[config.mk]
export PLATFORM = sky130hd
export DESIGN_NAME = rc_pulse_width_capture
export DESIGN_NICKNAME = d
export VERILOG_FILES = /design/src/sv/rcpw_pkg.sv /design/src/sv/rcpw_width_div.sv /design/src/sv/rc_pulse_width_capture.sv
export SDC_FILE = /design/constraint.sdc
export NUM_CORES = 2
export LEC_CHECK = 0
export BUFFER_PORTS_ARGS = -buffer_cell sky130_fd_sc_hd__buf_2
export CORE_MARGIN = 10
export CORE_UTILIZATION = 50
export DETAILED_ROUTE_END_ITERATION = 8
export GPL_TIMING_DRIVEN = 0
export PLACE_DENSITY = 0.67
export SKIP_CTS_REPAIR_TIMING = 1
export SLEW_MARGIN = 15
export SYNTH_ARGS = -nofsm -noshare
export SYNTH_HDL_FRONTEND = slang
export SYNTH_SLANG_ARGS = --single-unit
[constraint.sdc]
create_clock -name clk_i -period 14.8 [get_ports clk_i]
set_clock_uncertainty 0.2 [all_clocks]
set_input_delay 2.96 -clock clk_i [delete_from_list [all_inputs] [get_ports clk_i]]
set_output_delay 2.96 -clock clk_i [all_outputs]
set_load 0.01 [all_outputs]
[src/sv/rcpw_pkg.sv]
// Shared types and constants for the RC pulse width capture block.
`timescale 1ns / 1ps

package rcpw_pkg;

  // Defaults for the top-level parameters
  localparam int unsigned NUM_CHANNELS_DEF = 6;
  localparam int unsigned TICKS_PER_US_DEF = 42;

  // Fixed field widths
  localparam int unsigned CH_W     = 3;
  localparam int unsigned STAMP_W  = 32;
  localparam int unsigned LIMIT_W  = 16;
  localparam int unsigned WIDTH_W  = 27;
  localparam int unsigned COUNT_W  = 32;
  localparam int unsigned CFG_IDX_W = 1;

  localparam logic [LIMIT_W-1:0] WIDTH_MIN_RST = 16'd900;
  localparam logic [LIMIT_W-1:0] WIDTH_MAX_RST = 16'd2100;

  typedef enum logic [CFG_IDX_W-1:0] {
    CFG_WIDTH_MIN = 1'b0,
    CFG_WIDTH_MAX = 1'b1
  } cfg_idx_e;

  typedef enum logic [0:0] {
    KIND_PIN   = 1'b0,
    KIND_CLEAR = 1'b1
  } kind_e;

  typedef enum logic [1:0] {
    OUT_RISE   = 2'd0,
    OUT_ACCEPT = 2'd1,
    OUT_REJECT = 2'd2,
    OUT_CLEAR  = 2'd3
  } outcome_e;

  typedef struct packed {
    kind_e              kind;
    logic [CH_W-1:0]    channel;
    logic               level;
    logic [STAMP_W-1:0] timestamp;
  } rcpw_in_t;

  typedef struct packed {
    logic [CH_W-1:0]    channel_out;
    outcome_e           outcome;
    logic [WIDTH_W-1:0] width_measured;
    logic [LIMIT_W-1:0] stored_width;
    logic [COUNT_W-1:0] error_count;
    logic [WIDTH_W-1:0] last_bad_width;
    logic               all_in_limits;
  } rcpw_out_t;

endpackage

[src/sv/rcpw_width_div.sv]
// Two-step divide of a tick count by a constant: reciprocal multiply, then one correction.
`timescale 1ns / 1ps

module rcpw_width_div #(
  parameter int unsigned TICKS_PER_US = rcpw_pkg::TICKS_PER_US_DEF
) (
  input  logic                         clk_i,
  input  logic                         en_i,
  input  logic [rcpw_pkg::STAMP_W-1:0] diff_i,
  output logic [rcpw_pkg::WIDTH_W-1:0] width_o
);
  import rcpw_pkg::*;

  // floor((2^32-1)/T): the estimate lands on q or q-1
  localparam logic [STAMP_W-1:0] Recip = 32'(64'h0000_0000_FFFF_FFFF / TICKS_PER_US);
  localparam logic [9:0]         TicksW = 10'(TICKS_PER_US);

  logic [2*STAMP_W-1:0] prod;
  logic [STAMP_W-1:0]   est_q;
  logic [9:0]           lo_q;
  logic [19:0]          est_t;
  logic [9:0]           rem;
  logic                 bump;
  logic [STAMP_W-1:0]   quo;

  assign prod = {32'd0, diff_i} * {32'd0, Recip};

  always_ff @(posedge clk_i) begin
    if (en_i) begin
      est_q <= prod[2*STAMP_W-1:STAMP_W];
      lo_q  <= diff_i[9:0];
    end
  end

  // remainder is below 2T, so ten low bits are enough
  assign est_t = est_q[9:0] * TicksW;
  assign rem   = lo_q - est_t[9:0];
  assign bump  = (rem >= TicksW);
  assign quo   = est_q + {31'd0, bump};

  always_comb begin
    if (|quo[STAMP_W-1:WIDTH_W]) begin
      width_o = '1;
    end else begin
      width_o = quo[WIDTH_W-1:0];
    end
  end

endmodule

[src/sv/rc_pulse_width_capture.sv]
// Top level of the multi-channel RC pulse width capture block.
`timescale 1ns / 1ps

// Channel  Handshake                 Payload
// -------  ------------------------  ------------------------------------------
// config   cfg_we_i                  cfg_idx_i, cfg_wdata_i (16 bit limits)
// input    in_valid_i / in_ready_o   in_data_i  (rcpw_in_t)
// output   out_valid_o / out_ready_i out_data_o (rcpw_out_t)
//
// One beat per cycle sustained while out_ready_i is high; each result passes three register stages:
// stamp memory read, reciprocal multiply, output register.
// Reset clears all control state; stamp memory entries read as zero until written.
// Each stage advances when the one after it is free, so input keeps flowing into
// empty stages while a result waits in the output register.
// Pin beats for a channel past the last one are taken and give no result.

module rc_pulse_width_capture #(
  parameter int unsigned NUM_CHANNELS = rcpw_pkg::NUM_CHANNELS_DEF,
  parameter int unsigned TICKS_PER_US = rcpw_pkg::TICKS_PER_US_DEF
) (
  input  logic                           clk_i,
  input  logic                           rst_ni,
  input  logic                           cfg_we_i,
  input  logic [rcpw_pkg::CFG_IDX_W-1:0] cfg_idx_i,
  input  logic [rcpw_pkg::LIMIT_W-1:0]   cfg_wdata_i,
  input  logic                           in_valid_i,
  output logic                           in_ready_o,
  input  rcpw_pkg::rcpw_in_t             in_data_i,
  output logic                           out_valid_o,
  input  logic                           out_ready_i,
  output rcpw_pkg::rcpw_out_t            out_data_o
);
  import rcpw_pkg::*;

  localparam int unsigned IdxW = (NUM_CHANNELS > 1) ? $clog2(NUM_CHANNELS) : 1;

  typedef struct packed {
    kind_e              kind;
    logic [CH_W-1:0]    channel;
    logic               level;
    logic [STAMP_W-1:0] timestamp;
  } stage_t;

  // ---------------- configuration ----------------
  logic [LIMIT_W-1:0] width_min_q, width_max_q;

  always_ff @(posedge clk_i or negedge rst_ni) begin
    if (!rst_ni) begin
      width_min_q <= WIDTH_MIN_RST;
      width_max_q <= WIDTH_MAX_RST;
    end else if (cfg_we_i) begin
      if (cfg_idx_i == CFG_WIDTH_MIN) width_min_q <= cfg_wdata_i;
      if (cfg_idx_i == CFG_WIDTH_MAX) width_max_q <= cfg_wdata_i;
    end
  end

  // ---------------- stage enables ----------------
  logic s1_v_q, s2_v_q, out_v_q;
  logic en0, en1, en2;

  assign en2 = !out_v_q || out_ready_i;
  assign en1 = !s2_v_q || en2;
  assign en0 = !s1_v_q || en1;
  assign in_ready_o = en0;

  // ---------------- stage 0: accept, stamp memory access ----------------
  logic            acc;
  logic [7:0]      ch_ext;
  logic [IdxW-1:0] in_idx;
  logic            in_range;
  logic            pass;

  assign acc      = in_valid_i && in_ready_o;
  assign ch_ext   = {5'd0, in_data_i.channel};
  assign in_idx   = ch_ext[IdxW-1:0];
  assign in_range = ({29'd0, in_data_i.channel} < 32'(NUM_CHANNELS));
  assign pass     = (in_data_i.kind == KIND_CLEAR) || in_range;

  // Rise stamps: written on the accept edge of a rising beat, so any later beat
  // reading the same channel already sees the new value.
  logic [STAMP_W-1:0] stamp_mem [NUM_CHANNELS];
  logic [STAMP_W-1:0] rd_q;
  logic [NUM_CHANNELS-1:0] stamp_vld_q;
  logic rd_vld_q;
  logic stamp_we;

  assign stamp_we = acc && (in_data_i.kind == KIND_PIN) && in_range && in_data_i.level;

  always_ff @(posedge clk_i) begin
    if (stamp_we) begin
      stamp_mem[in_idx] <= in_data_i.timestamp;
    end
    if (acc) begin
      rd_q <= stamp_mem[in_idx];
    end
  end

  // entries never written read as zero
  always_ff @(posedge clk_i or negedge rst_ni) begin
    if (!rst_ni) begin
      stamp_vld_q <= '0;
      rd_vld_q    <= 1'b0;
    end else if (acc) begin
      rd_vld_q <= stamp_vld_q[in_idx] && in_range;
      if (stamp_we) stamp_vld_q[in_idx] <= 1'b1;
    end
  end

  // ---------------- stage 1: difference, reciprocal multiply ----------------
  stage_t s1_q, s2_q;
  logic [STAMP_W-1:0] diff;
  logic [WIDTH_W-1:0] width_us;

  always_ff @(posedge clk_i or negedge rst_ni) begin
    if (!rst_ni) begin
      s1_v_q <= 1'b0;
    end else if (en0) begin
      s1_v_q <= acc && pass;
    end
  end

  always_ff @(posedge clk_i) begin
    if (acc) s1_q <= in_data_i;
  end

  // wrapping tick count since the stored rise
  assign diff = s1_q.timestamp - (rd_vld_q ? rd_q : '0);

  rcpw_width_div #(
    .TICKS_PER_US(TICKS_PER_US)
  ) u_div (
    .clk_i  (clk_i),
    .en_i   (en1),
    .diff_i (diff),
    .width_o(width_us)
  );

  // ---------------- stage 2: limits, state update, result ----------------
  always_ff @(posedge clk_i or negedge rst_ni) begin
    if (!rst_ni) begin
      s2_v_q <= 1'b0;
    end else if (en1) begin
      s2_v_q <= s1_v_q;
    end
  end

  always_ff @(posedge clk_i) begin
    if (en1) s2_q <= s1_q;
  end

  logic [LIMIT_W-1:0] cw_q [NUM_CHANNELS];
  logic [LIMIT_W-1:0] cw_d [NUM_CHANNELS];
  logic [COUNT_W-1:0] rej_cnt_q, rej_cnt_d;
  logic [WIDTH_W-1:0] rej_val_q, rej_val_d;
  rcpw_out_t          out_q, out_d;
  logic [7:0]         s2_ch_ext;
  logic [IdxW-1:0]    s2_idx;
  logic               fire2;
  logic               in_limits;
  logic               all_in;

  assign fire2     = s2_v_q && en2;
  assign s2_ch_ext = {5'd0, s2_q.channel};
  assign s2_idx    = s2_ch_ext[IdxW-1:0];
  assign in_limits = (width_us >= {11'd0, width_min_q}) && (width_us <= {11'd0, width_max_q});

  always_comb begin
    cw_d      = cw_q;
    rej_cnt_d = rej_cnt_q;
    rej_val_d = rej_val_q;
    out_d     = '0;
    out_d.channel_out = s2_q.channel;

    priority if (s2_q.kind == KIND_CLEAR) begin
      rej_cnt_d   = '0;
      rej_val_d   = '0;
      out_d.channel_out = '0;
      out_d.outcome = OUT_CLEAR;
    end else if (s2_q.level) begin
      out_d.outcome = OUT_RISE;
    end else if (in_limits) begin
      cw_d[s2_idx] = width_us[LIMIT_W-1:0];
      out_d.outcome = OUT_ACCEPT;
      out_d.width_measured = width_us;
    end else begin
      rej_cnt_d = rej_cnt_q + 32'd1;
      rej_val_d = width_us;
      out_d.outcome = OUT_REJECT;
      out_d.width_measured = width_us;
    end

    if (s2_q.kind == KIND_PIN) begin
      out_d.stored_width   = cw_d[s2_idx];
      out_d.error_count    = rej_cnt_d;
      out_d.last_bad_width = rej_val_d;
    end

    // strict check on the widths as they stand after this beat
    all_in = 1'b1;
    for (int i = 0; i < NUM_CHANNELS; i++) begin
      if (cw_d[i] <= width_min_q || cw_d[i] >= width_max_q) all_in = 1'b0;
    end
    out_d.all_in_limits = all_in;
  end

  always_ff @(posedge clk_i or negedge rst_ni) begin
    if (!rst_ni) begin
      cw_q      <= '{default: '0};
      rej_cnt_q <= '0;
      rej_val_q <= '0;
    end else if (fire2) begin
      cw_q      <= cw_d;
      rej_cnt_q <= rej_cnt_d;
      rej_val_q <= rej_val_d;
    end
  end

  // ---------------- output register ----------------
  always_ff @(posedge clk_i or negedge rst_ni) begin
    if (!rst_ni) begin
      out_v_q <= 1'b0;
    end else if (en2) begin
      out_v_q <= s2_v_q;
    end
  end

  always_ff @(posedge clk_i) begin
    if (fire2) out_q <= out_d;
  end

  assign out_valid_o = out_v_q;
  assign out_data_o  = out_q;

endmodule

# ---- Word-level counts from Yosys, hierarchy flattened
# Memories as Yosys holds them, arrays and structs flattened. A register that Yosys moved wholly into a read port is not among the register bits.
# Cells that the tools add are included.
dict set report totals {
  in_bits 59
  reg_bits 384
  word_cells 117
  n_memories 1
  output_inout_bits 110
  mem_bits_rw 192
}
dict set report op_classes {
  add_sub_neg 4
  mux 26
  order_cmp 20
  n_reduce_logical 29
  bitwise_logic 4
  multipliers 2
}
# memory words width rd rd_ports_with_merged_regs write_ports line
set memory_table {}
lappend memory_table {stamp_mem 6 32 1 1 1 rc_pulse_width_capture.sv:81} ;# logic [STAMP_W-1:0] stamp_mem [NUM_CHANNELS];
# cell count
set ops {}
lappend ops {{$mux 96} 3}
lappend ops {{$mux 32} 4}
lappend ops {{$mux 27} 4}
lappend ops {{$bwmux 96} 1}
lappend ops {{$ge 16x16->1} 6}
lappend ops {{$le 16x16->1} 6}
lappend ops {{$mul 32x26->58 const B} 1}
lappend ops {{$bmux 16 s3} 1}
lappend ops {{$demux 16 s3} 1}
lappend ops {{$mux 16} 3}
lappend ops {{$add 32x1->32 const B} 1}
lappend ops {{$sub 32x32->32} 1}
lappend ops {{$mux 29} 1}
lappend ops {{$add 27x1->28} 1}
lappend ops {{$ge 27x16->1} 1}
lappend ops {{$le 27x16->1} 1}
lappend ops {{$ge 10x6->1 const B} 1}
lappend ops {{$logic_and 1x1->1} 10}
lappend ops {{$logic_or 1x1->1} 10}
lappend ops {{$mul 10x5->9 const B} 1}
lappend ops {{$reduce_or 5->1} 2}
lappend ops {{$sub 10x10->10} 1}
lappend ops {{$or 6x6->6} 1}
lappend ops {{$reduce_and 2->1} 3}
lappend ops {{13 further kinds} 20}

# ---- Longest topological paths before layout
dict set report logic_depth {
  word_depth 14
  depth_mapped 46
  ltp_nobuf 43
}

# ---- Modules after synthesis
# A second synthesis with hierarchy kept.
dict set report hier_totals {
  cells_unflattened 3971
  area_unflattened_um2 43669.4
}
# module seq_area_each_um2 cells_per_inst area_per_inst_um2 instances
set by_module_without_submodules {}
lappend by_module_without_submodules {rc_pulse_width_capture 16170.5 2565 30471.7 1}
lappend by_module_without_submodules {rcpw_width_div 1081.0 1406 13197.7 1}

# ---- Worst setup path before layout
# Ideal clock, no wire load.
dict set report synth_path {
  path_kind {register -> register}
  startpoint {register u_div.est_q[2]}
  endpoint {register out_q (netlist bit out_data_o[0]), data pin}
  setup_ns 0.132
  arrival_ns 9.231
  path_slack_ns 5.237
  stages_incl_launch_ff 44
  synth_period_minus_slack_ns 9.563
  path_buffers 4
  required_time_ns 14.468
  path_cell_list {edfxtp_1 > ha_1 > ha_1 > fa_1 > ha_1 > inv_1 > xnor2_1 > ha_1 > inv_1 > o21bai_1 > a21oi_1 > xnor2_1 > nand4_1 > ha_1 > and4_1 > and4_1 > nand2_1 > nor2_1 > (+8 left out) > o22ai_1 > nor2_1 > a2111oi_4 > and4_1 > nand2_1 > clkbuf_1 > nand2_1 > o21ai_0 > ha_1 > a22o_1 > a2111oi_0 > o2111ai_1 > or4_1 > nor4_1 > o41ai_1 > nor4_1 > nor4b_1 > o311a_1}
}
# item line
set synth_rtl {}
lappend synth_rtl {{start: declaration} rcpw_width_div.sv:19} ;# logic [STAMP_W-1:0] est_q;
lappend synth_rtl {{start signal: assignment} rcpw_width_div.sv:30} ;# est_q <= prod[2*STAMP_W-1:STAMP_W];
lappend synth_rtl {{end signal: assignment} rc_pulse_width_capture.sv:228} ;# if (fire2) out_q <= out_d;
lappend synth_rtl {{end: declaration} rc_pulse_width_capture.sv:155} ;# rcpw_out_t out_q, out_d;

==> flow_summary_export.csv <==
group,metric,value,unit
sta,period_minus_slack,13.18,ns
sta,maxSlewHeadroom,18.9,%
critical_path,worstSetupPathType,"flip-flop to flip-flop",
finish,areaGrowthSynthToFinish,11.6,%
sta,worst_pin_slew,1.19,ns
finish,multiInputGateArea,23400,sq um
critical_path,critPathSlowestCell,"nor2_1",
clock_network,clock_sinks,607,
outcome,status,"complete, no violations",
die,core-area,84900,sq um
drt,drt-initial-drc-count,2851,
critical_path,cp_max_fo,10,
grt,grt_pass1_wl,194000,um
drt,antenna_left,0,
min_path,hp-class,"flip-flop to flip-flop",
job,maxCapViolCount,0,
sta,fin_setup_tns,0,ns
synthesis,ys_top_cells_by_area,"edfxtp_1 (29%), ha_1 (16%), dfrtp_1 (11%)",
sta,post-route-period-util,89.1,%
synthesis,synth_enable_flop_cells,410,
synthesis,ys_seq_area_share,40.5,%
grt,antenna_found_initial,1,
placed_design,place.gp.congestion,0.998,
synthesis,synthCells,4001,
synthesis,synth_fp_nets,4821,
drt,drc_errors,0,
synthesis,yosysUniqueCellTypes,86,
synthesis,avgSynthCellArea,10.7,sq um
sta,finalHoldViolCount,0,
sta,fmax,75.9,MHz
finish,postLayoutCoreUtil,56.0,%
drt,viasPerCell,5.83,
clock_network,clk_pin_slew,0.06,ns
synthesis,ys_seq_elements,607,
synthesis,yosys.area.top_type_share,28.9,%
placed_design,hpwl,99300,um
sta,slew_violations,0,
synthesis,synth_area_leader_cell,"edfxtp_1",
finish,final.fill_count,7478,
die,fp-row-count,107,
finish,stdcell_count,5458,
drt,num_vias,31800,
finish,n_antenna_cell,0,
grt,global_route.usage.met3,3.83,%
finish,nNetsFinal,5078,
placed_design,port_buffers,168,
grt,met1_usage,32.3,%
grt,overflow,0,
die,die_h,312,um
critical_path,required,15.08,ns
finish,ff_latch_area,17300,sq um
die,die_area,97300,sq um
critical_path,startpoint_type,"flip-flop",
grt,busiest_layer,"met2",
synthesis,synthesis.area,42600,sq um
drt,wire_per_inst,23.2,um
critical_path,arrival,13.47,ns
synthesis,ys_warn_count,0,
grt,grt_pass1_vias,32000,
critical_path,crit_top_cell,"ha_1",
sta,setup_viol,0,
clock_network,htreeDepth,3,
clock_network,clock_path_buffers,3,
critical_path,cpPeakStageDelay,0.89,ns
die,start_util,50.2,%
synthesis,yosysMostFrequentCell,"ha_1",
synthesis,async_flop_share,32.5,%
grt,use_met2,42.3,%
clock_network,cts_tree,"built",
clock_network,cts_buffers,69,
critical_path,cp-end-kind,"flip-flop",
drt,wl,127000,um
synthesis,synth_flop_cell,"edfxtp_1",
drt,firstDrtPassIters,6,
grt,grt_max_degree,95,
placed_design,place_inst,5331,
synthesis,ys_top_cells_by_count,"ha_1 (545), edfxtp_1 (410), nand2_1 (402)",
sta,rsz0062_at_grt,"false",
die,ioPinCount,169,
finish,drive_gt1_share,9.04,%
die,die_w,312,um
clock_network,root_buffer,"clkbuf_16",
grt,track_usage,25.6,%
clock_network,clkLatencyLatePin,0.62,ns
==> path summary, 6_finish.rpt <==
kind | startpoint | slack [ns] | endpoint | cells past startpoint
max | u_div.est_q[2]$_DFFE_PP_ | 1.62 | out_data_o[0]$_SDFFCE_PP0P_ | 42
min | s1_q[32]$_DFFE_PP_ | 0.22 | s2_q[32]$_DFFE_PP_ | 0
max reg2reg | u_div.est_q[2]$_DFFE_PP_ | 1.62 | out_data_o[0]$_SDFFCE_PP0P_ | 42
min reg2reg | s1_q[32]$_DFFE_PP_ | 0.22 | s2_q[32]$_DFFE_PP_ | 0
max in group asynchronous | rst_ni | 11.15 | s2_v_q$_DFFE_PN0P_ | 3
min in group asynchronous | rst_ni | 1.99 | width_min_q[11]$_DFFE_PN0P_ | 1
==> metal layers <==
layer	wire (um)	share of wire, %
met1	51300	40
met2	59800	47
met3	8240	6.5
met4	7350	5.8
met5	13	0.010
==> worst max-delay path: cells and delay by family (launching register included) <==
family / cells / cell delay (ns)
compound gates: 14 / 3.63
xor+xnor: 2 / 0.34
fa+ha+maj: 8 / 2.84
buf+inv: 6 / 1.47
flops: 1 / 0.52
simple gates: 12 / 4.05
==> kinds of logic (layout without fill, tap and decap cells) <==
kind of cell             count (synthesis)  after routing  share of synthesized area [%]
AO/OA/AOI/OAI                          909            909                           13.2
XOR/XNOR                               119            119                           2.45
flip-flops                             607            607                           40.5
multiplexers                            98             98                           2.61
adder cells (fa/ha/maj)                762            762                           26.2
AND/OR/NAND/NOR                        982            982                           10.5
buffers and inverters                  524            837                           4.68
==> cell usage in the layout (no fill, tap or decap), drive strengths merged, types with 33 or more instances in the layout <==
cell type,instances
fa,216
clkbuf,224
a21o,81
xor2,42
mux2i,60
nor2b,35
a21oi,185
o21ai,333
nor3,45
dfrtp,189
a211oi,39
edfxtp,410
inv,366
xnor2,77
nor2,275
a22oi,50
o21a,33
ha,545
nand2,402
nand4,53
nand3,58
buf,207
==> per-stage QoR <==
stage	worst slack, ns	hold WS, ns	instance area, sq um
after global placement	1.95	0.204	44900
after global routing	0.964	0.229	47600
after detailed placement	1.89	0.209	45300
final	1.62	0.223	47600
after floorplan	5.24	0.200	42600
after CTS	1.84	0.224	47600
==> final cells by class <==
| class | count | area share [%] |
|---|---|---|
| repair buffers | 186 | 2.45 |
| multi-input cells | 2870 | 49.2 |
| clock buffers | 84 | 3.75 |
| well taps | 1144 | 3.01 |
| flip-flops and latches | 607 | 36.3 |
| plain buffers | 161 | 1.34 |
| inverters | 363 | 2.86 |
| clock inverters | 43 | 1.11 |
==> registers in the layout (all words and copies together), names as in the netlist <==
name         cells
cw_q            96
out_data_o     108
out_valid_o      1
rd_q            32
rd_vld_q         1
rej_cnt_q       32
rej_val_q       27
s1_q            37
s1_v_q           1
s2_idx           3
s2_q             2
s2_v_q           1
stamp_mem      192
stamp_vld_q      6
u_div.est_q     27
u_div.lo_q       9
width_max_q     16
width_min_q     16
Power is left out: the tool's default activity adds up to more than one toggle a clock period on the data nets, which glitch-free logic cannot reach.
